$ cat config.mk
export PLATFORM = sky130hd
export DESIGN_NAME = nonzero_pixel_bounding_box
export DESIGN_NICKNAME = d
export VERILOG_FILES = /design/src/nzbb_pkg.sv /design/src/nonzero_pixel_bounding_box.sv /design/src/nzbb_front.sv /design/src/nzbb_fifo.sv /design/src/nzbb_back.sv
export SDC_FILE = /design/constraint.sdc
export NUM_CORES = 1
export LEC_CHECK = 0
export BUFFER_PORTS_ARGS = -buffer_cell sky130_fd_sc_hd__buf_4
export CAP_MARGIN = 20
export CORE_UTILIZATION = 30
export CTS_CLUSTER_DIAMETER = 80
export DETAILED_ROUTE_END_ITERATION = 7
export GPL_ROUTABILITY_DRIVEN = 0
export PLACE_DENSITY = 0.49
export SYNTH_ARGS = -nofsm -noshare
export SYNTH_HDL_FRONTEND = slang
export SYNTH_HIERARCHICAL = 1
export SYNTH_SLANG_ARGS = --single-unit
$ cat constraint.sdc
create_clock -name clk_i -period 5.35 [get_ports clk_i]
set_input_delay 0.2675 -clock clk_i [delete_from_list [all_inputs] [get_ports clk_i]]
set_output_delay 0.2675 -clock clk_i [all_outputs]
set_load 0.02 [all_outputs]
$ cat src/nzbb_pkg.sv
// Package for the nonzero pixel bounding box block.
// Holds the flag struct carried between the front and back parts and the
// fixed field widths. No dependencies.
package nzbb_pkg;

  // Fixed widths of the sample fields.
  localparam int SAMPLE_BITS = 32;
  localparam int OFFSET_BITS = 31;

  // A float sample is zero when all bits but the sign are clear.
  localparam logic [SAMPLE_BITS-1:0] SAMPLE_MAG_MASK = 32'h7FFF_FFFF;

  // Bit positions of the input tuser flags.
  localparam int TUSER_FRAME_START = 0;
  localparam int TUSER_TILE_START  = 1;
  localparam int IN_USER_BITS      = 2;

  // Classified control flags of one pixel, as queued for the back part.
  typedef struct packed {
    logic occupied;
    logic frame_start;
    logic frame_end;
  } nzbb_flags_t;

  localparam int FLAGS_BITS = $bits(nzbb_flags_t);

endpackage

$ cat src/nonzero_pixel_bounding_box.sv
// Top level of the nonzero pixel bounding box block.
// Depends on nzbb_pkg, nzbb_front, nzbb_fifo and nzbb_back.
//
// The slave stream carries one pixel per request: tdata holds pixel_x, pixel_y,
// the float sample bits and the cumulative deep sample offset; tuser holds
// frame_start and tile_start; tlast marks the frame's last pixel. For every
// request with tlast set, one box leaves on the master stream: tdata holds
// min x, min y and the exclusive max x and max y, tuser is the empty flag.
// The cfg channel writes deep_mode (0 tests float samples for nonzero, 1 tests
// offset changes); it is always ready. The user must write it between frames;
// the block does not enforce this. One pixel per cycle while s_axis_tready_o
// is high. An accepted pixel is written into the queue; from the queue head it
// is folded into the box and, on a frame's last pixel, loads the output
// register, from which the box is offered.
// Reset clears the box, the previous offset, deep_mode, the queue and the
// output valid. A stalled box waits in the output register; pixels keep
// flowing until a frame's last pixel reaches the head of the two-entry queue,
// then the queue fills and s_axis_tready_o drops.
module nonzero_pixel_bounding_box import nzbb_pkg::*; #(
  parameter int COORD_BITS = 16
) (
  input  logic clk_i,
  input  logic rst_ni,
  // Configuration write: bit 0 is deep_mode.
  input  logic cfg_valid_i,
  output logic cfg_ready_o,
  input  logic cfg_data_i,
  // Pixel stream.
  input  logic s_axis_tvalid_i,
  output logic s_axis_tready_o,
  // Fields from bit 0: pixel_x, pixel_y, sample_bits, sample_offset, zero pad.
  input  logic [((2*COORD_BITS+SAMPLE_BITS+OFFSET_BITS+7)/8)*8-1:0] s_axis_tdata_i,
  // Fields from bit 0: frame_start, tile_start.
  input  logic [IN_USER_BITS-1:0] s_axis_tuser_i,
  // frame_end.
  input  logic s_axis_tlast_i,
  // Box stream.
  output logic m_axis_tvalid_o,
  input  logic m_axis_tready_i,
  // Fields from bit 0: box_min_x, box_min_y, box_max_x, box_max_y, zero pad.
  output logic [((4*COORD_BITS+2+7)/8)*8-1:0] m_axis_tdata_o,
  // Field: box_empty.
  output logic m_axis_tuser_o
);

  localparam int ENTRY_BITS     = 2*COORD_BITS + FLAGS_BITS;
  localparam int OUT_FIELD_BITS = 4*COORD_BITS + 2;
  localparam int OUT_DATA_BITS  = ((OUT_FIELD_BITS + 7) / 8) * 8;
  localparam int OUT_PAD_BITS   = OUT_DATA_BITS - OUT_FIELD_BITS;
  localparam int QUEUE_DEPTH    = 2;

  logic                   push_valid, push_ready, pop_valid, pop_ready;
  logic [ENTRY_BITS-1:0]  push_data, pop_data;
  logic [COORD_BITS-1:0]  box_min_x, box_min_y;
  logic [COORD_BITS:0]    box_max_x, box_max_y;

  assign cfg_ready_o = 1'b1;

  nzbb_front #(
    .COORD_BITS(COORD_BITS)
  ) u_front (
    .clk_i          (clk_i),
    .rst_ni         (rst_ni),
    .cfg_valid_i    (cfg_valid_i),
    .cfg_data_i     (cfg_data_i),
    .in_valid_i     (s_axis_tvalid_i),
    .in_ready_o     (s_axis_tready_o),
    .pixel_x_i      (s_axis_tdata_i[COORD_BITS-1:0]),
    .pixel_y_i      (s_axis_tdata_i[2*COORD_BITS-1:COORD_BITS]),
    .sample_bits_i  (s_axis_tdata_i[2*COORD_BITS+SAMPLE_BITS-1:2*COORD_BITS]),
    .sample_offset_i(s_axis_tdata_i[2*COORD_BITS+SAMPLE_BITS+OFFSET_BITS-1:
                                    2*COORD_BITS+SAMPLE_BITS]),
    .frame_start_i  (s_axis_tuser_i[TUSER_FRAME_START]),
    .tile_start_i   (s_axis_tuser_i[TUSER_TILE_START]),
    .frame_end_i    (s_axis_tlast_i),
    .push_valid_o   (push_valid),
    .push_ready_i   (push_ready),
    .push_data_o    (push_data)
  );

  nzbb_fifo #(
    .WIDTH(ENTRY_BITS),
    .DEPTH(QUEUE_DEPTH)
  ) u_fifo (
    .clk_i       (clk_i),
    .rst_ni      (rst_ni),
    .push_valid_i(push_valid),
    .push_ready_o(push_ready),
    .push_data_i (push_data),
    .pop_valid_o (pop_valid),
    .pop_ready_i (pop_ready),
    .pop_data_o  (pop_data)
  );

  nzbb_back #(
    .COORD_BITS(COORD_BITS)
  ) u_back (
    .clk_i      (clk_i),
    .rst_ni     (rst_ni),
    .pop_valid_i(pop_valid),
    .pop_ready_o(pop_ready),
    .pop_data_i (pop_data),
    .out_valid_o(m_axis_tvalid_o),
    .out_ready_i(m_axis_tready_i),
    .box_min_x_o(box_min_x),
    .box_min_y_o(box_min_y),
    .box_max_x_o(box_max_x),
    .box_max_y_o(box_max_y),
    .box_empty_o(m_axis_tuser_o)
  );

  // Pack the box fields, lowest first.
  assign m_axis_tdata_o = {{OUT_PAD_BITS{1'b0}}, box_max_y, box_max_x, box_min_y, box_min_x};

endmodule

$ cat src/nzbb_front.sv
// Front part: accepts pixels, holds the mode and previous offset, and
// classifies each pixel as occupied or not. Depends on nzbb_pkg.
module nzbb_front import nzbb_pkg::*; #(
  parameter int COORD_BITS = 16
) (
  input  logic                               clk_i,
  input  logic                               rst_ni,
  input  logic                               cfg_valid_i,
  input  logic                               cfg_data_i,
  input  logic                               in_valid_i,
  output logic                               in_ready_o,
  input  logic [COORD_BITS-1:0]              pixel_x_i,
  input  logic [COORD_BITS-1:0]              pixel_y_i,
  input  logic [SAMPLE_BITS-1:0]             sample_bits_i,
  input  logic [OFFSET_BITS-1:0]             sample_offset_i,
  input  logic                               frame_start_i,
  input  logic                               tile_start_i,
  input  logic                               frame_end_i,
  output logic                               push_valid_o,
  input  logic                               push_ready_i,
  output logic [2*COORD_BITS+FLAGS_BITS-1:0] push_data_o
);

  logic                   deep_mode_q, deep_mode_d;
  logic [OFFSET_BITS-1:0] last_offset_q, last_offset_d;
  logic [OFFSET_BITS-1:0] prev_offset;
  logic                   accept;
  nzbb_flags_t            flags;

  assign in_ready_o   = push_ready_i;
  assign push_valid_o = in_valid_i;
  assign accept       = in_valid_i && push_ready_i;

  // A tile start makes the previous offset read as zero for this pixel.
  assign prev_offset = tile_start_i ? '0 : last_offset_q;

  // Occupancy test for the current mode.
  always_comb begin
    flags.frame_start = frame_start_i;
    flags.frame_end   = frame_end_i;
    if (deep_mode_q) begin
      flags.occupied = (sample_offset_i != prev_offset);
    end else begin
      flags.occupied = |(sample_bits_i & SAMPLE_MAG_MASK);
    end
  end

  assign push_data_o = {pixel_y_i, pixel_x_i, flags};

  // Every accepted pixel leaves its offset behind, in either mode.
  assign last_offset_d = accept ? sample_offset_i : last_offset_q;
  assign deep_mode_d   = cfg_valid_i ? cfg_data_i : deep_mode_q;

  always_ff @(posedge clk_i or negedge rst_ni) begin
    if (!rst_ni) begin
      deep_mode_q   <= 1'b0;
      last_offset_q <= '0;
    end else begin
      deep_mode_q   <= deep_mode_d;
      last_offset_q <= last_offset_d;
    end
  end

endmodule

$ cat src/nzbb_fifo.sv
// Short queue between the front and back parts. Depends on nzbb_pkg.
// Register-based; one push (not full) and one pop (not empty) per cycle.
module nzbb_fifo import nzbb_pkg::*; #(
  parameter int WIDTH = 8,
  parameter int DEPTH = 2
) (
  input  logic             clk_i,
  input  logic             rst_ni,
  input  logic             push_valid_i,
  output logic             push_ready_o,
  input  logic [WIDTH-1:0] push_data_i,
  output logic             pop_valid_o,
  input  logic             pop_ready_i,
  output logic [WIDTH-1:0] pop_data_o
);

  localparam int AW = (DEPTH > 1) ? $clog2(DEPTH) : 1;
  localparam int CW = $clog2(DEPTH + 1);

  logic [WIDTH-1:0] mem_q [DEPTH];
  logic [AW-1:0]    wr_ptr_q, wr_ptr_d, rd_ptr_q, rd_ptr_d;
  logic [CW-1:0]    count_q, count_d;
  logic             push, pop;

  assign push_ready_o = (count_q != CW'(DEPTH));
  assign pop_valid_o  = (count_q != '0);
  assign pop_data_o   = mem_q[rd_ptr_q];
  assign push         = push_valid_i && push_ready_o;
  assign pop          = pop_valid_o && pop_ready_i;

  // Pointer and fill count update.
  always_comb begin
    wr_ptr_d = wr_ptr_q;
    rd_ptr_d = rd_ptr_q;
    count_d  = count_q;
    if (push) begin
      wr_ptr_d = (wr_ptr_q == AW'(DEPTH - 1)) ? '0 : wr_ptr_q + 1'b1;
    end
    if (pop) begin
      rd_ptr_d = (rd_ptr_q == AW'(DEPTH - 1)) ? '0 : rd_ptr_q + 1'b1;
    end
    if (push && !pop) begin
      count_d = count_q + 1'b1;
    end else if (pop && !push) begin
      count_d = count_q - 1'b1;
    end
  end

  always_ff @(posedge clk_i or negedge rst_ni) begin
    if (!rst_ni) begin
      wr_ptr_q <= '0;
      rd_ptr_q <= '0;
      count_q  <= '0;
    end else begin
      wr_ptr_q <= wr_ptr_d;
      rd_ptr_q <= rd_ptr_d;
      count_q  <= count_d;
    end
  end

  // Storage needs no reset.
  always_ff @(posedge clk_i) begin
    if (push) begin
      mem_q[wr_ptr_q] <= push_data_i;
    end
  end

endmodule

$ cat src/nzbb_back.sv
// Back part: folds classified pixels into the bounding box and holds the
// result in an output register until it is taken. Depends on nzbb_pkg.
module nzbb_back import nzbb_pkg::*; #(
  parameter int COORD_BITS = 16
) (
  input  logic                               clk_i,
  input  logic                               rst_ni,
  input  logic                               pop_valid_i,
  output logic                               pop_ready_o,
  input  logic [2*COORD_BITS+FLAGS_BITS-1:0] pop_data_i,
  output logic                               out_valid_o,
  input  logic                               out_ready_i,
  output logic [COORD_BITS-1:0]              box_min_x_o,
  output logic [COORD_BITS-1:0]              box_min_y_o,
  output logic [COORD_BITS:0]                box_max_x_o,
  output logic [COORD_BITS:0]                box_max_y_o,
  output logic                               box_empty_o
);

  nzbb_flags_t                  flags;
  logic signed [COORD_BITS-1:0] px, py;
  logic signed [COORD_BITS-1:0] low_x_q, low_y_q, high_x_q, high_y_q;
  logic signed [COORD_BITS-1:0] low_x_d, low_y_d, high_x_d, high_y_d;
  logic signed [COORD_BITS-1:0] base_low_x, base_low_y, base_high_x, base_high_y;
  logic                         seen_q, seen_d, base_seen;
  logic                         out_valid_q, out_valid_d;
  logic                         pop, out_load;
  logic [COORD_BITS-1:0]        min_x_q, min_y_q, min_x_d, min_y_d;
  logic [COORD_BITS:0]          max_x_q, max_y_q, max_x_d, max_y_d;
  logic                         empty_q, empty_d;

  assign {py, px, flags} = pop_data_i;

  // A frame end entry waits until the output register is free.
  assign pop_ready_o = !flags.frame_end || !out_valid_q || out_ready_i;
  assign pop         = pop_valid_i && pop_ready_o;
  assign out_load    = pop && flags.frame_end;

  // Box update: frame start clears first, then the pixel extends the box.
  always_comb begin
    if (flags.frame_start) begin
      base_seen   = 1'b0;
      base_low_x  = '0;
      base_low_y  = '0;
      base_high_x = '0;
      base_high_y = '0;
    end else begin
      base_seen   = seen_q;
      base_low_x  = low_x_q;
      base_low_y  = low_y_q;
      base_high_x = high_x_q;
      base_high_y = high_y_q;
    end
    seen_d   = base_seen;
    low_x_d  = base_low_x;
    low_y_d  = base_low_y;
    high_x_d = base_high_x;
    high_y_d = base_high_y;
    if (flags.occupied) begin
      seen_d = 1'b1;
      if (!base_seen) begin
        low_x_d  = px;
        low_y_d  = py;
        high_x_d = px;
        high_y_d = py;
      end else begin
        if (px < base_low_x)  low_x_d  = px;
        if (px > base_high_x) high_x_d = px;
        if (py < base_low_y)  low_y_d  = py;
        if (py > base_high_y) high_y_d = py;
      end
    end
  end

  // Result fields with exclusive maximum, all zero for an empty box.
  always_comb begin
    if (seen_d) begin
      min_x_d = low_x_d;
      min_y_d = low_y_d;
      max_x_d = {high_x_d[COORD_BITS-1], high_x_d} + 1'b1;
      max_y_d = {high_y_d[COORD_BITS-1], high_y_d} + 1'b1;
      empty_d = 1'b0;
    end else begin
      min_x_d = '0;
      min_y_d = '0;
      max_x_d = '0;
      max_y_d = '0;
      empty_d = 1'b1;
    end
  end

  // Output valid: set on a load, cleared when the receiver takes it.
  always_comb begin
    out_valid_d = out_valid_q;
    if (out_load) begin
      out_valid_d = 1'b1;
    end else if (out_ready_i) begin
      out_valid_d = 1'b0;
    end
  end

  always_ff @(posedge clk_i or negedge rst_ni) begin
    if (!rst_ni) begin
      seen_q      <= 1'b0;
      low_x_q     <= '0;
      low_y_q     <= '0;
      high_x_q    <= '0;
      high_y_q    <= '0;
      out_valid_q <= 1'b0;
    end else begin
      out_valid_q <= out_valid_d;
      if (pop) begin
        seen_q   <= seen_d;
        low_x_q  <= low_x_d;
        low_y_q  <= low_y_d;
        high_x_q <= high_x_d;
        high_y_q <= high_y_d;
      end
    end
  end

  // Result payload register.
  always_ff @(posedge clk_i) begin
    if (out_load) begin
      min_x_q <= min_x_d;
      min_y_q <= min_y_d;
      max_x_q <= max_x_d;
      max_y_q <= max_y_d;
      empty_q <= empty_d;
    end
  end

  assign out_valid_o = out_valid_q;
  assign box_min_x_o = min_x_q;
  assign box_min_y_o = min_y_q;
  assign box_max_x_o = max_x_q;
  assign box_max_y_o = max_y_q;
  assign box_empty_o = empty_q;

endmodule

* Word level (Yosys, flattened, before mapping)
Memory sizes are Yosys's and may differ from the RTL's.
Cells that the tools add are included.
** Word-level totals
- Memories :: 1
- Register bits after elaboration :: 169
- Bits of input ports :: 105
- Memory bits (writable) :: 70
** Cells by class
- Mux-type cells :: 29
- $add $sub $neg :: 6
- Order comparisons :: 4
- Reductions and logical operators :: 15
- Equal/unequal tests :: 2
** Memories
- u_fifo.mem_q :: depth 2, bits a word 35, read ports 1, clocked after Yosys merged registers in 0, write ports 1, RTL line nzbb_fifo.sv:20 : logic [WIDTH-1:0] mem_q [DEPTH];
** Operators with widths (count)
- $mux 16 :: 16
- $add 16x2->17 const B :: 2
- $gt 16x16->1 :: 2
- $lt 16x16->1 :: 2
- $mux 31 :: 1
- $ne 31x31->1 :: 1
- $reduce_or 31->1 :: 1
- $mux 1 :: 10
- $reduce_bool 2->1 :: 3
- $logic_and 1x1->1 :: 5
- $logic_not 1->1 :: 4
- $mux 2 :: 2
- $add 1x1->1 const B :: 2
- $add 2x1->2 const B :: 1
- $logic_or 1x1->1 :: 2
- $ne 2x2->1 const B :: 1
- $sub 2x1->2 const B :: 1

* Depth between registers and ports, before layout
Gate-level depths: netlist of the first run.
An unclocked memory read counts as a cell.
- Word-level depth :: 8
- Depth in mapped cells :: 27
- Mapped depth without buffers :: 18

* Modules after synthesis
The synthesis of the first run kept the hierarchy.
** Modules (own cells, without submodules)
- nzbb_back :: cells an instance 841, area an instance 8301.7 um^2, times used 1
- nzbb_fifo :: cells an instance 127, area an instance 2870.3 um^2, times used 1
- nzbb_front :: cells an instance 229, area an instance 2102.0 um^2, times used 1
- nonzero_pixel_bounding_box :: cells an instance 9, area an instance 60.1 um^2, times used 1

* Worst setup path before layout of the first run
OpenSTA, ideal clock, no wires.
- Kind :: register to register
- From :: reg u_fifo.rd_ptr_q
- To :: reg u_back.max_y_q[14], in the netlist u_back/box_max_y_o[14], data pin
- Arrival :: 5375 ps
- Setup time :: 267 ps
- Stages on the path, launching flop included :: 27
- Clock period less this slack :: 5643 ps
- Slack :: -293 ps
- Cell sequence :: dfrtp_1 -> buf_6 -> buf_12 -> mux2_4 -> buf_6 -> inv_2 -> buf_6 -> clkbuf_1 -> buf_1 -> clkbuf_1 -> buf_1 -> nand2_1 -> ha_1 -> nand2_1 -> nor2_1 -> a41oi_1 -> o21ai_0 -> nor2_2 -> buf_2 -> mux2_2 -> ha_1 -> nand3_1 -> or3_1 -> mux2i_1 -> nand2_1 -> nor4_1 -> mux2i_1
** Between the ends
- Cells in the longest elaborated chain, start to end :: 7
** Ends and longest elaborated chain
- start, declared :: RTL line nzbb_fifo.sv:21 : logic [AW-1:0] wr_ptr_q, wr_ptr_d, rd_ptr_q, rd_ptr_d;
- start signal, assigned :: RTL line nzbb_fifo.sv:56 : rd_ptr_q <= rd_ptr_d;
- $mem_v2 2x35 *
- named net pop_data[1] :: RTL line nonzero_pixel_bounding_box.sv:53 : logic [ENTRY_BITS-1:0] push_data, pop_data;
- $mux 16 :: RTL line nzbb_back.sv:41 : if (flags.frame_start) begin
- $gt 16x16->1 :: RTL line nzbb_back.sv:70 : if (py > base_high_y) high_y_d = py;
- $mux 16 :: RTL line nzbb_back.sv:70
- $mux 16 :: RTL line nzbb_back.sv:61 : if (!base_seen) begin
- $mux 16 :: RTL line nzbb_back.sv:59 : if (flags.occupied) begin
- $add 16x2->17 :: RTL line nzbb_back.sv:81 : max_y_d = {high_y_d[COORD_BITS-1], high_y_d} + 1'b1;
- end signal, assigned :: RTL line nzbb_back.sv:128 : max_y_q <= max_y_d;
- end, declared :: RTL line nzbb_back.sv:29 : logic [COORD_BITS:0] max_x_q, max_y_q, max_x_d, max_y_d;
Mark *: on every way through the listed nets, which the timed path passes. The rest lies on a longest branch.
A chain may end at the register's enable or synchronous reset.

* Worst setup path in the final report of the first run
- From :: reg u_fifo.rd_ptr_q
- To :: reg u_back.max_y_q[14], in the netlist u_back/box_max_y_o[14], data pin
** Between the ends
- Cells in the longest elaborated chain, start to end :: 7
** Ends and longest elaborated chain
- $mem_v2 2x35 *
- named net pop_data[1] :: RTL line nonzero_pixel_bounding_box.sv:53
- $mux 16 :: RTL line nzbb_back.sv:41
- $gt 16x16->1 :: RTL line nzbb_back.sv:70
- $mux 16 :: RTL line nzbb_back.sv:70
- $mux 16 :: RTL line nzbb_back.sv:61
- $mux 16 * :: RTL line nzbb_back.sv:59
- named net u_back.high_y_d[1] :: RTL line nzbb_back.sv:23 : logic signed [COORD_BITS-1:0] low_x_d, low_y_d, high_x_d, high_y_d;
- $add 16x2->17 * :: RTL line nzbb_back.sv:81
Marks and branches as above.

==> results of run 1 <==
[cell type report]
cell class	instances	area share, %
Multi-Input combinational cell	832	35.49
Timing Repair Buffer	259	12.88
Antenna cell	4	0.06006
Sequential cell	239	40.01
Inverter	48	1.081
Tap cell	585	4.392
Clock inverter	22	1.644
Clock buffer	30	4.437
[cell families after synthesis]
kind of cell	Yosys count
AND/OR/NAND/NOR	400
AO/OA/AOI/OAI	245
flip-flops	239
buffers and inverters	140
multiplexers	82
adder cells (fa/ha/maj)	65
XOR/XNOR	33
other	2
[what timing repair did]
item                                    4_1_cts  5_1_grt
hold endpoints to repair                    127        0
gates resized for setup                       0        2
endpoints found under the setup margin        0        2
buffers inserted                              0        0
hold buffers                                 58        0
[cell usage after synthesis (5+ instances only)]
cell,number,area share (%)
a21oi_1,45,1.7
xnor2_1,25,1.6
nand2b_1,7,0.33
mux2i_1,8,0.60
a211oi_1,8,0.45
nand2_1,164,4.6
o32ai_1,8,0.53
a21o_1,21,1.2
clkbuf_1,24,0.68
ha_1,65,6.1
a31oi_1,8,0.38
inv_1,45,1.3
nor3_1,14,0.53
xor2_1,8,0.53
mux2_2,42,3.5
dfrtp_1,102,19
o311ai_0,5,0.33
a22o_1,42,2.8
buf_2,9,0.34
or2_2,13,0.61
nor4_1,18,0.84
buf_4,47,2.6
edfxtp_1,137,31
nand4_1,16,0.75
o22ai_1,9,0.42
nor2b_1,13,0.61
and3_1,5,0.23
nand3_1,30,1.1
and2_1,6,0.28
nor4bb_1,7,0.53
or3_1,7,0.33
o211ai_1,6,0.34
nor2_1,73,2.1
mux2_4,32,3.6
o21ai_0,46,1.7
[worst max path at each step]
stage                    startpoint                endpoint  slack (ns)  depth (start not counted)
global route        u_fifo/rd_ptr_q  u_back/box_max_y_o[14]        0.03                         19
global placement    u_fifo/rd_ptr_q  u_back/box_max_y_o[14]        0.46                         19
CTS                 u_fifo/rd_ptr_q  u_back/box_max_y_o[14]        0.33                         18
detailed placement  u_fifo/rd_ptr_q  u_back/box_max_y_o[14]        0.38                         18
finish              u_fifo/rd_ptr_q  u_back/box_max_y_o[14]        0.45                         19
floorplan           u_fifo/rd_ptr_q  u_back/box_max_y_o[14]        0.09                         26
[metrics by stage]
stage,std cells,area (sq um)
2_1_floorplan,1211,13360
3_3_place_gp,1903,15010
3_5_place_dp,1904,15030
4_1_cts,2014,16630
5_1_grt,2018,16660
6_report,2019,16660
[state kept, by name (all words and copies together), names as in the netlist, 2 cells and up]
register,count
u_fifo/mem_q,70
u_front/last_offset_q,31
u_back/box_max_x_o,17
u_back/box_max_y_o,17
u_back/box_min_x_o,16
u_back/box_min_y_o,16
u_back/high_x_q,16
u_back/high_y_q,16
u_back/low_x_q,16
u_back/low_y_q,16
u_fifo/count_q,2
[power breakdown]
part	internal, W	switching, W
logic	0.00239	0.00339
registers	0.00297	0.000380
clock network	0.00129	0.000800
total	0.00665	0.00457
[critical path: stages, from the launching register on]
cell      delay [ns]
dfrtp_2         0.43
mux2_4          0.31
inv_2           0.15
buf_12          0.29
nand2_1         0.15
ha_1            0.32
a21oi_1         0.14
o21ai_0         0.09
a21oi_1         0.28
o2111a_2        0.32
nor2_2          0.07
buf_4           0.21
o21ai_0         0.23
ha_1            0.31
nand3_1         0.13
or3_1           0.32
mux2i_1         0.29
nand2_1         0.17
nor4_1          0.31
mux2i_1         0.12
[layer usage]
layer,GRT usage [%],vias up
met1,21.81,4721
met3,3.059,47
met5,0,-
met2,24.47,275
li1,-,4823
met4,3.895,4
==> impl_results.md, run 1 <==
- Post-Synth Adder-Cell Area: 6.099%
- Final hold slack: 0.03526 ns
- Peak VDD IR: 0.2310 mV
- Post-Route WL: 34950 microns
- Grt ovf: 0
- Final WS setup: 0.4453 ns
- Setup-failing EPs final: 0
- Setup tns final: 0 ns
- Async set or reset register ratio after synthesis: 42.68%
- Clock Latency Late Sink: 0.56 ns
- WP data required: 5.65 ns
- Synth Cell Area: 0.01333 sq mm
- Unrepaired setup endpoints after global routing: no
- CTS Root Cell: clkbuf_16
- Final Cycle Share: 91.68%
- Core footprint: 0.04346 sq mm
- Hold path endpoint: u_front/last_offset_q[20]
- Worst slew margin: 28.50%
- Worst Path Arrival: 5.21 ns
- Final count of hold timing violations: 0
- Area occupied by registers: 0.006668 sq mm
- Clock Skew: 0.01067 ns
- Nets: 1578
- Crit end category: register
- Drt wl/cell: 17.31 microns
- First-pass GRT wire length: 55270 microns
- Crit Path Max Fanout: 53
- Number of enable flip-flop cells after synthesis: 137
- Sequential area share after synthesis: 50.00%
- Synth warnings: 6
- Num Clock Sinks: 239
- Commonest register cell after synthesis: edfxtp_1
- Yosys reg bits: 239
- Vias in the first global route: 9905
- Status: finished clean
- Vias: 9870
- TritonCTS Buffers: 28
- Top Layer Used: met5
- Slew @ Worst Pin: 1.064 ns
- PortBufs: 171
- Pwr per Cell Area: 673.2 mW/mm^2
- Metal1 wirelength: 16680 microns
- CP startpoint kind: register
- DP HPWL: 25450 microns
- Synth Area in Compound Gates: 13.22%
- Starting Density: 30.68%
- Post-route minimum period: 4.905 ns
- Largest net degree at the start of global routing: 66
- Area Overhead vs Synth: 24.98%
- Area of the multi-input gates: 0.005914 sq mm
- # IOs: 181
- Most common cell after layout, fill and taps aside: buf_4
- Max Cap Viol: 0
- Crit Path Category: register to register
- FP Rows: 76
- CTS tree: done
- P_leak: 6.876 nW
- Highest clock rate: 203.9 MHz
- Initial DRC count: 574
- Die Ht: 212.8 microns
- Pre-CTS setup slack: 0.3788 ns
- Clk buf depth: 3
- RR Endpoint: u_back/box_max_y_o[14]
- Initial antenna violation count: 5
- Final Util: 38.35%
- Metal2 WL: 15410 microns
- Worst hold path type: input port to register
- Fillers: 4287
- Clock slew at reported path FFs: 0.06 ns
- GRT Overall Usage: 15.56%
- Hold Path Depth: 3
- Final-report max-slew violation count: 0
- Min-delay src: s_axis_tdata_i[84]
- Synth Area in XOR/XNOR: 2.168%
- Unique cell type count in the Yosys netlist: 92
- Antenna violation net count after detailed routing: 0
- Launching point of the worst reg2reg path: u_fifo/rd_ptr_q
- Post-Synth Simple-Gate Area: 14.76%
- DRT Pass-1 Iters: 5
- Post-Synthesis Cells: 1206
- R2R Setup Slk: 0.45 ns
- Worst r2r path cells: 19
- Syn avg cell area: 11.06 sq um
- Average vias per placed instance: 4.889
- DRC Markers: 0
- Most frequent cells in the layout: 197 x buf_4, 164 x nand2_1, 137 x edfxtp_1
- WL met3: 2197 microns
- Total power: 0.01122 W
- Fraction of layout cells with a size suffix above 1: 25.73%
- Largest family of logic cells by synthesized area: simple AND/OR/NAND/NOR gates
- Die footprint: 0.04529 sq mm
- H-Tree Depth: 1
- Post-synthesis mux area share: 7.751%
- Die width: 212.8 microns
Power figures use the tool's default switching activity.
==> run 2: changes to the inputs <==
- CELL_PAD_IN_SITES_DETAIL_PLACEMENT: default -> 0
- CELL_PAD_IN_SITES_GLOBAL_PLACEMENT: default -> 1
- PLACE_DENSITY: 0.49 -> 0.58
==> impl_results.md, run 2 (synthesis results as in run 1) <==
- Status: finished clean
- Clock Latency Late Sink: 0.56 ns (about the same)
- H-Tree Depth: 1 (unchanged)
- Launching point of the worst reg2reg path: u_fifo/rd_ptr_q
- Design area: 0.01662 sq mm (-0.29%)
- Core footprint: 0.04346 sq mm (unchanged)
- M1 GR Usage: 22.87% (+1.1 points)
- Clock Skew: 0.02441 ns (+0.01374 ns)
- GR peak layer: met2
- Unrepaired setup endpoints after global routing: no
- # IOs: 181 (unchanged)
- TritonCTS Buffers: 28 (unchanged)
- Antenna violation net count after detailed routing: 0 (unchanged)
- Top reg by flops: u_fifo/mem_q
- Crit path max-delay family: simple AND/OR/NAND/NOR gates
- Initial DRC count: 544 (-5.2%)
- P_leak: 6.857 nW (-0.28%)
- Final Cycle Share: 92.87% (+1.2 points)
- Crit end category: register
- Biggest regs: u_fifo/mem_q x70, u_front/last_offset_q x31
- Post-route minimum period: 4.969 ns (+0.06406 ns)
- R2R Setup Slk: 0.38 ns (-0.06 ns)
- Initial antenna violation count: 5 (unchanged)
- Most common cell after layout, fill and taps aside: buf_4
- Area of placed instances: 0.01500 sq mm (-0.26%)
- Nets: 1583 (+0.32%)
- Pwr per Cell Area: 667.1 mW/mm^2 (-0.90%)
- Highest clock rate: 201.3 MHz (-1.3%)
- DRC Markers: 0 (unchanged)
- Largest net degree at the start of global routing: 68 (+3.0%)
- Starting Density: 30.68% (unchanged)
- Worst hold path type: input port to register
- Worst r2r path cells: 20 (+1)
- Worst Setup SP: u_fifo/rd_ptr_q
- Slew @ Worst Pin: 0.8930 ns (-0.1713 ns)
- Die Ht: 212.8 microns (unchanged)
- Grt ovf: 0 (unchanged)
- GRT Overall Usage: 16.12% (+0.56 points)
- Buf/Inv on CP: 4 (+1)
- Max Cap Viol: 0 (unchanged)
- Post-CTS Setup Inserts: 0 (unchanged)
- First-pass GRT wire length: 56720 microns (+2.6%)
- Vias in the first global route: 9999 (+0.95%)
- Post-Place Cells: 1903 (-0.053%)
- Fillers: 4286 (-0.023%)
- Clock slew at reported path FFs: 0.06 ns (about the same)
- Final WS setup: 0.3813 ns (-0.06407 ns)
- Setup crit end: u_back/box_max_y_o[12]
- Most common cell on crit path: buf_4
- Final std cells w/o fill: 2021 (+0.099%)
- FP Rows: 76 (unchanged)
- Fraction of layout cells with a size suffix above 1: 25.52% (-0.21 points)
- Area of the multi-input gates: 0.005922 sq mm (+0.13%)
- Final count of hold timing violations: 0 (unchanged)
- DRT Pass-1 Iters: 5 (unchanged)
- Worst slew margin: 40.47% (+12 points)
- Area occupied by registers: 0.006668 sq mm (unchanged)
- Final-report max-slew violation count: 0 (unchanged)
- WP data required: 5.63 ns (-0.02 ns)
- DP HPWL: 26210 microns (+3.0%)
- Setup-failing EPs final: 0 (unchanged)
- CTS Root Cell: clkbuf_16
- Total power: 0.01109 W (-1.2%)
- Area Overhead vs Synth: 24.62%
- Cell count along the critical path: 20 (+1)
- Drt wl/cell: 17.96 microns (+3.8%)
- Post-Route WL: 36310 microns (+3.9%)
- Peak VDD IR: 0.2563 mV (+11%)
- Most frequent cells in the layout: 199 x buf_4, 164 x nand2_1, 137 x edfxtp_1
- Worst-path cell chain: mux2_4, inv_2, buf_4, nand2_2, ha_1, a21o_1, a21o_1, a211oi_1, buf_4, o2111a_1, nor2_2, buf_4, o21ai_0, ha_2, nand3_1, or3_1, mux2i_2, nand2_1, nor4_1, nor3_1
- CP max stage cell: dfrtp_2
- CTS tree: done
- CP startpoint kind: register
- Clk buf depth: 3 (unchanged)
- Largest stage delay on the critical path: 0.41 ns (-0.02 ns)
- Vias: 9810 (-0.61%)
- Num Clock Sinks: 239 (unchanged)
- PortBufs: 171 (unchanged)
- Average vias per placed instance: 4.854 (-0.71%)
- Met2 usage: 25.28% (+0.81 points)
- Die footprint: 0.04529 sq mm (unchanged)
- Die width: 212.8 microns (unchanged)
- Crit Path Max Fanout: 17 (-68%)
- Crit Path Category: register to register
- Met3 Use GR: 2.927% (-0.13 points)
- Setup tns final: 0 ns (unchanged)
- Worst Path Arrival: 5.25 ns (+0.04 ns)
- RR Endpoint: u_back/box_max_y_o[12]
- Max FFs per register: 70 (unchanged)
- Pre-CTS setup slack: 0.2823 ns (-0.09650 ns)
## run 2: cell count changes in the layout (fill, tap and decap cells not counted), sizes merged
cell,delta
clkinvlp,-3
buf,+2
bufinv,-3
dlygate4sd3,+3
inv,-1
clkbuf,+7
clkinv,-1
diode,-2
## run 2: final cells by class
cell class,instances,area share [%]
Clock inverter,14,0.8433
Inverter,48,1.084
Tap cell,585,4.405
Timing Repair Buffer,264,13.15
Antenna cell,2,0.03012
Multi-Input combinational cell,832,35.64
Sequential cell,239,40.12
Clock buffer,37,4.729
## run 2: worst min-delay path by stage
stage / startpoint / cells past startpoint / slack, ns / end
2_1_floorplan: rst_ni / 0 / -0.03 / u_back/high_x_q[0]
3_3_place_gp: s_axis_tdata_i[18] / 1 / 0.45 / u_fifo/mem_q[0][21]
3_5_place_dp: s_axis_tdata_i[30] / 1 / 0.46 / u_fifo/mem_q[1][33]
4_1_cts: s_axis_tdata_i[70] / 3 / 0.001 / u_front/last_offset_q[6]
5_1_grt: s_axis_tdata_i[89] / 3 / 0.04 / u_front/last_offset_q[25]
6_report: s_axis_tdata_i[70] / 3 / 0.04 / u_front/last_offset_q[6]
## run 2: repair_timing
item | in CTS | in global routing
hold buffers | 61 | 0
endpoints found under the setup margin | 0 | 2
endpoints found under the hold margin | 159 | 0
gates resized for setup | 0 | 3
## run 2: per-stage QoR
step | util [%] | hold WS (ns)
6_report | 38.24 | 0.03677
5_1_grt | 38.24 | 0.04092
4_1_cts | 38.04 | 0.001265
3_5_place_dp | 34.51 | 0.4564
3_3_place_gp | 34.51 | 0.4546
2_1_floorplan | - | -0.02809
## run 2: power breakdown
group          switching, W  internal (W)
Sequential         0.000373       0.00297
Combinational       0.00343       0.00238
Clock              0.000766       0.00117
## run 2: layer usage
| metal | wire length (microns) | part of all wire, % | vias up |
|---|---|---|---|
| li1 | - | - | 4821 |
| met1 | 17890 | 49 | 4714 |
| met2 | 15960 | 44 | 234 |
| met3 | 1895 | 5.2 | 35 |
| met4 | 524 | 1.4 | 6 |
| met5 | 37 | 0.10 | - |
## run 2: tightest hold or removal path, delay by kind of cell
family | cells | cell delay [ns]
AO/OA/AOI/OAI | 1 | 0.15
buffers and inverters | 2 | 0.14
==> run 3: changes to the inputs <==
- HOLD_SLACK_MARGIN: default -> 0.12
==> impl_results.md, run 3 (synthesis results as in run 1) <==
- First-pass GRT wire length: 56900 microns (+0.32%)
- Clk buf depth: 3 (unchanged)
- Initial DRC count: 520 (-4.4%)
- Final Cycle Share: 92.64% (-0.23 points)
- Biggest regs: u_fifo/mem_q x70, u_front/last_offset_q x31
- Final count of hold timing violations: 0 (unchanged)
- TritonCTS Buffers: 28 (unchanged)
- Clock Skew: 0.02540 ns (+0.0009909 ns)
- Worst r2r path cells: 20 (unchanged)
- Core footprint: 0.04346 sq mm (unchanged)
- Most common cell on crit path: buf_4
- Crit end category: register
- Antenna violation net count after detailed routing: 0 (unchanged)
- Post-CTS Setup Inserts: 0 (unchanged)
- Initial antenna violation count: 5 (unchanged)
- Final Util: 38.45% (+0.21 points)
- Die footprint: 0.04529 sq mm (unchanged)
- Vias: 9853 (+0.44%)
- Worst Path Arrival: 5.24 ns (about the same)
- Starting Density: 30.68% (unchanged)
- Unrepaired setup endpoints after global routing: no
- CTS tree: done
- Setup-failing EPs final: 0 (unchanged)
- Final-report max-slew violation count: 0 (unchanged)
- Highest clock rate: 201.8 MHz (+0.25%)
- DRC Markers: 0 (unchanged)
- Crit Path Max Fanout: 17 (unchanged)
- Peak VDD IR: 0.2569 mV (+0.22%)
- FP Rows: 76 (unchanged)
- Most common cell after layout, fill and taps aside: buf_4
- Fraction of layout cells with a size suffix above 1: 25.36% (-0.16 points)
- Top reg by flops: u_fifo/mem_q
- Clk pwr share: 17.4% (about the same)
- Pre-CTS setup slack: 0.2823 ns (unchanged)
- Drt wl/cell: 17.90 microns (-0.36%)
- P_leak: 6.894 nW (+0.55%)
- Worst-path cell chain: mux2_4, inv_2, buf_4, nand2_2, ha_1, a21o_1, a21o_1, a211oi_1, buf_4, o2111a_1, nor2_2, buf_4, o21ai_0, ha_2, nand3_1, or3_1, mux2i_2, nand2_1, nor4_1, nor3_1
- Die width: 212.8 microns (unchanged)
- Worst hold path type: input port to asynchronous set/reset pin
- R2R Setup Slk: 0.39 ns (about the same)
- Pwr per Cell Area: 663.3 mW/mm^2 (-0.57%)
- Crit Path Category: register to register
- Buf/Inv on CP: 4 (unchanged)
- PortBufs: 171 (unchanged)
- DRT Pass-1 Iters: 5 (unchanged)
- Fillers: 4274 (-0.28%)
- GRT Overall Usage: 16.17% (+0.051 points)
- Final WS setup: 0.3938 ns (+0.01248 ns)
- Design area: 0.01671 sq mm (+0.54%)
- Worst slew margin: 40.92% (+0.45 points)
- Area Overhead vs Synth: 25.30%
- Clock slew at reported path FFs: 0.06 ns (about the same)
- Internal power: 0.006525 W (about the same)
- Launching point of the worst reg2reg path: u_fifo/rd_ptr_q
- H-Tree Depth: 1 (unchanged)
- Comb power frac: 52.4% (about the same)
- Sw Share: 41.12% (-0.056 points)
- Area of placed instances: 0.01500 sq mm (unchanged)
- Status: finished clean
- Largest stage delay on the critical path: 0.41 ns (about the same)
- Largest net degree at the start of global routing: 68 (unchanged)
- Average vias per placed instance: 4.854 (about the same)
- Slew @ Worst Pin: 0.8863 ns (-0.006695 ns)
- Post-Route WL: 36340 microns (about the same)
- CP max stage cell: dfrtp_2
- Grt ovf: 0 (unchanged)
- Total power: 0.01108 W (about the same)
- DP HPWL: 26210 microns (unchanged)
- Nets: 1592 (+0.57%)
- Max Cap Viol: 0 (unchanged)
- Sw Pwr: 0.004557 W (-0.16%)
- Crit path max-delay family: simple AND/OR/NAND/NOR gates
- Vias in the first global route: 10050 (+0.54%)
- Seq pwr share: 30.2% (about the same)
- Num Clock Sinks: 239 (unchanged)
- CP startpoint kind: register
- Post-route minimum period: 4.956 ns (-0.01248 ns)
- CTS Root Cell: clkbuf_16
- Most frequent cells in the layout: 199 x buf_4, 164 x nand2_1, 137 x edfxtp_1
- Setup tns final: 0 ns (unchanged)
- Area of the multi-input gates: 0.005922 sq mm (unchanged)
- Clock Latency Late Sink: 0.56 ns (about the same)
- Die Ht: 212.8 microns (unchanged)
- # IOs: 181 (unchanged)
- Area occupied by registers: 0.006668 sq mm (unchanged)
- WP data required: 5.63 ns (about the same)
- Max FFs per register: 70 (unchanged)
- RR Endpoint: u_back/box_max_y_o[12]
[run 3: changes by cell type in the layout (fill, tap and decap cells not counted)]
cell,before,now
dlygate4sd3_1,61,70
[run 3: area by class of cell]
class / count / share of cell area, %
flip-flops and latches: 239 / 39.91
multi-input cells: 832 / 35.45
repair buffers: 273 / 13.61
clock buffers: 37 / 4.703
well taps: 585 / 4.381
inverters: 48 / 1.078
clock inverters: 14 / 0.8388
diodes: 2 / 0.02996
[run 3: through the flow]
stage / instances / hold WS (ns)
2_1_floorplan: 1211 / -0.02809
3_3_place_gp: 1903 / 0.4546
3_5_place_dp: 1903 / 0.4564
4_1_cts: 2024 / 0.2472
5_1_grt: 2030 / 0.1851
6_report: 2030 / 0.1811
[run 3: worst max path at each step]
| stage | start | endpoint | slack [ns] | cells after the start |
|---|---|---|---|---|
| finish | u_fifo/rd_ptr_q | u_back/box_max_y_o[12] | 0.39 | 20 |
| global route | u_fifo/rd_ptr_q | u_back/box_max_y_o[14] | 0.06 | 19 |
| CTS | u_fifo/rd_ptr_q | u_back/box_max_y_o[14] | 0.26 | 19 |
| detailed placement | u_fifo/rd_ptr_q | u_back/box_max_y_o[14] | 0.28 | 20 |
| global placement | u_fifo/rd_ptr_q | u_back/box_max_y_o[14] | 0.39 | 20 |
| floorplan | u_fifo/rd_ptr_q | u_back/box_max_y_o[14] | 0.09 | 26 |
[run 3: power groups by stage]
| stage | clock network [W] | registers (W) | logic (W) |
|---|---|---|---|
| 4_1_cts | 0.00200 | 0.00335 | 0.00584 |
| 2_1_floorplan | 0 | 0.00367 | 0.00370 |
| 5_1_grt | 0.00207 | 0.00344 | 0.00643 |
| 6_report | 0.00193 | 0.00334 | 0.00581 |
| 3_3_place_gp | 0 | 0.00338 | 0.00572 |
| 3_5_place_dp | 0 | 0.00338 | 0.00578 |
[run 3: repair_timing]
item,4_1_cts,5_1_grt
gates resized for setup,0,3
setup endpoints to repair,0,2
hold endpoints to repair,168,0
hold buffers,70,0
[run 3: per-layer routing]
layer	global-route usage (%)	share of wire (%)
met3	2.927	5.8
met4	3.845	1.4
met5	0	0.10
met2	25.46	44
met1	22.87	49
[run 3: worst reg2reg max path: stages, from the launching register on]
cell and delay, ns:
dfrtp_2 0.41, mux2_4 0.31, inv_2 0.15, buf_4 0.23
nand2_2 0.11, ha_1 0.20, a21o_1 0.15, a21o_1 0.17
a211oi_1 0.30, buf_4 0.18, o2111a_1 0.30, nor2_2 0.09
buf_4 0.21, o21ai_0 0.27, ha_2 0.31, nand3_1 0.11
or3_1 0.34, mux2i_2 0.27, nand2_1 0.18, nor4_1 0.31
nor3_1 0.08
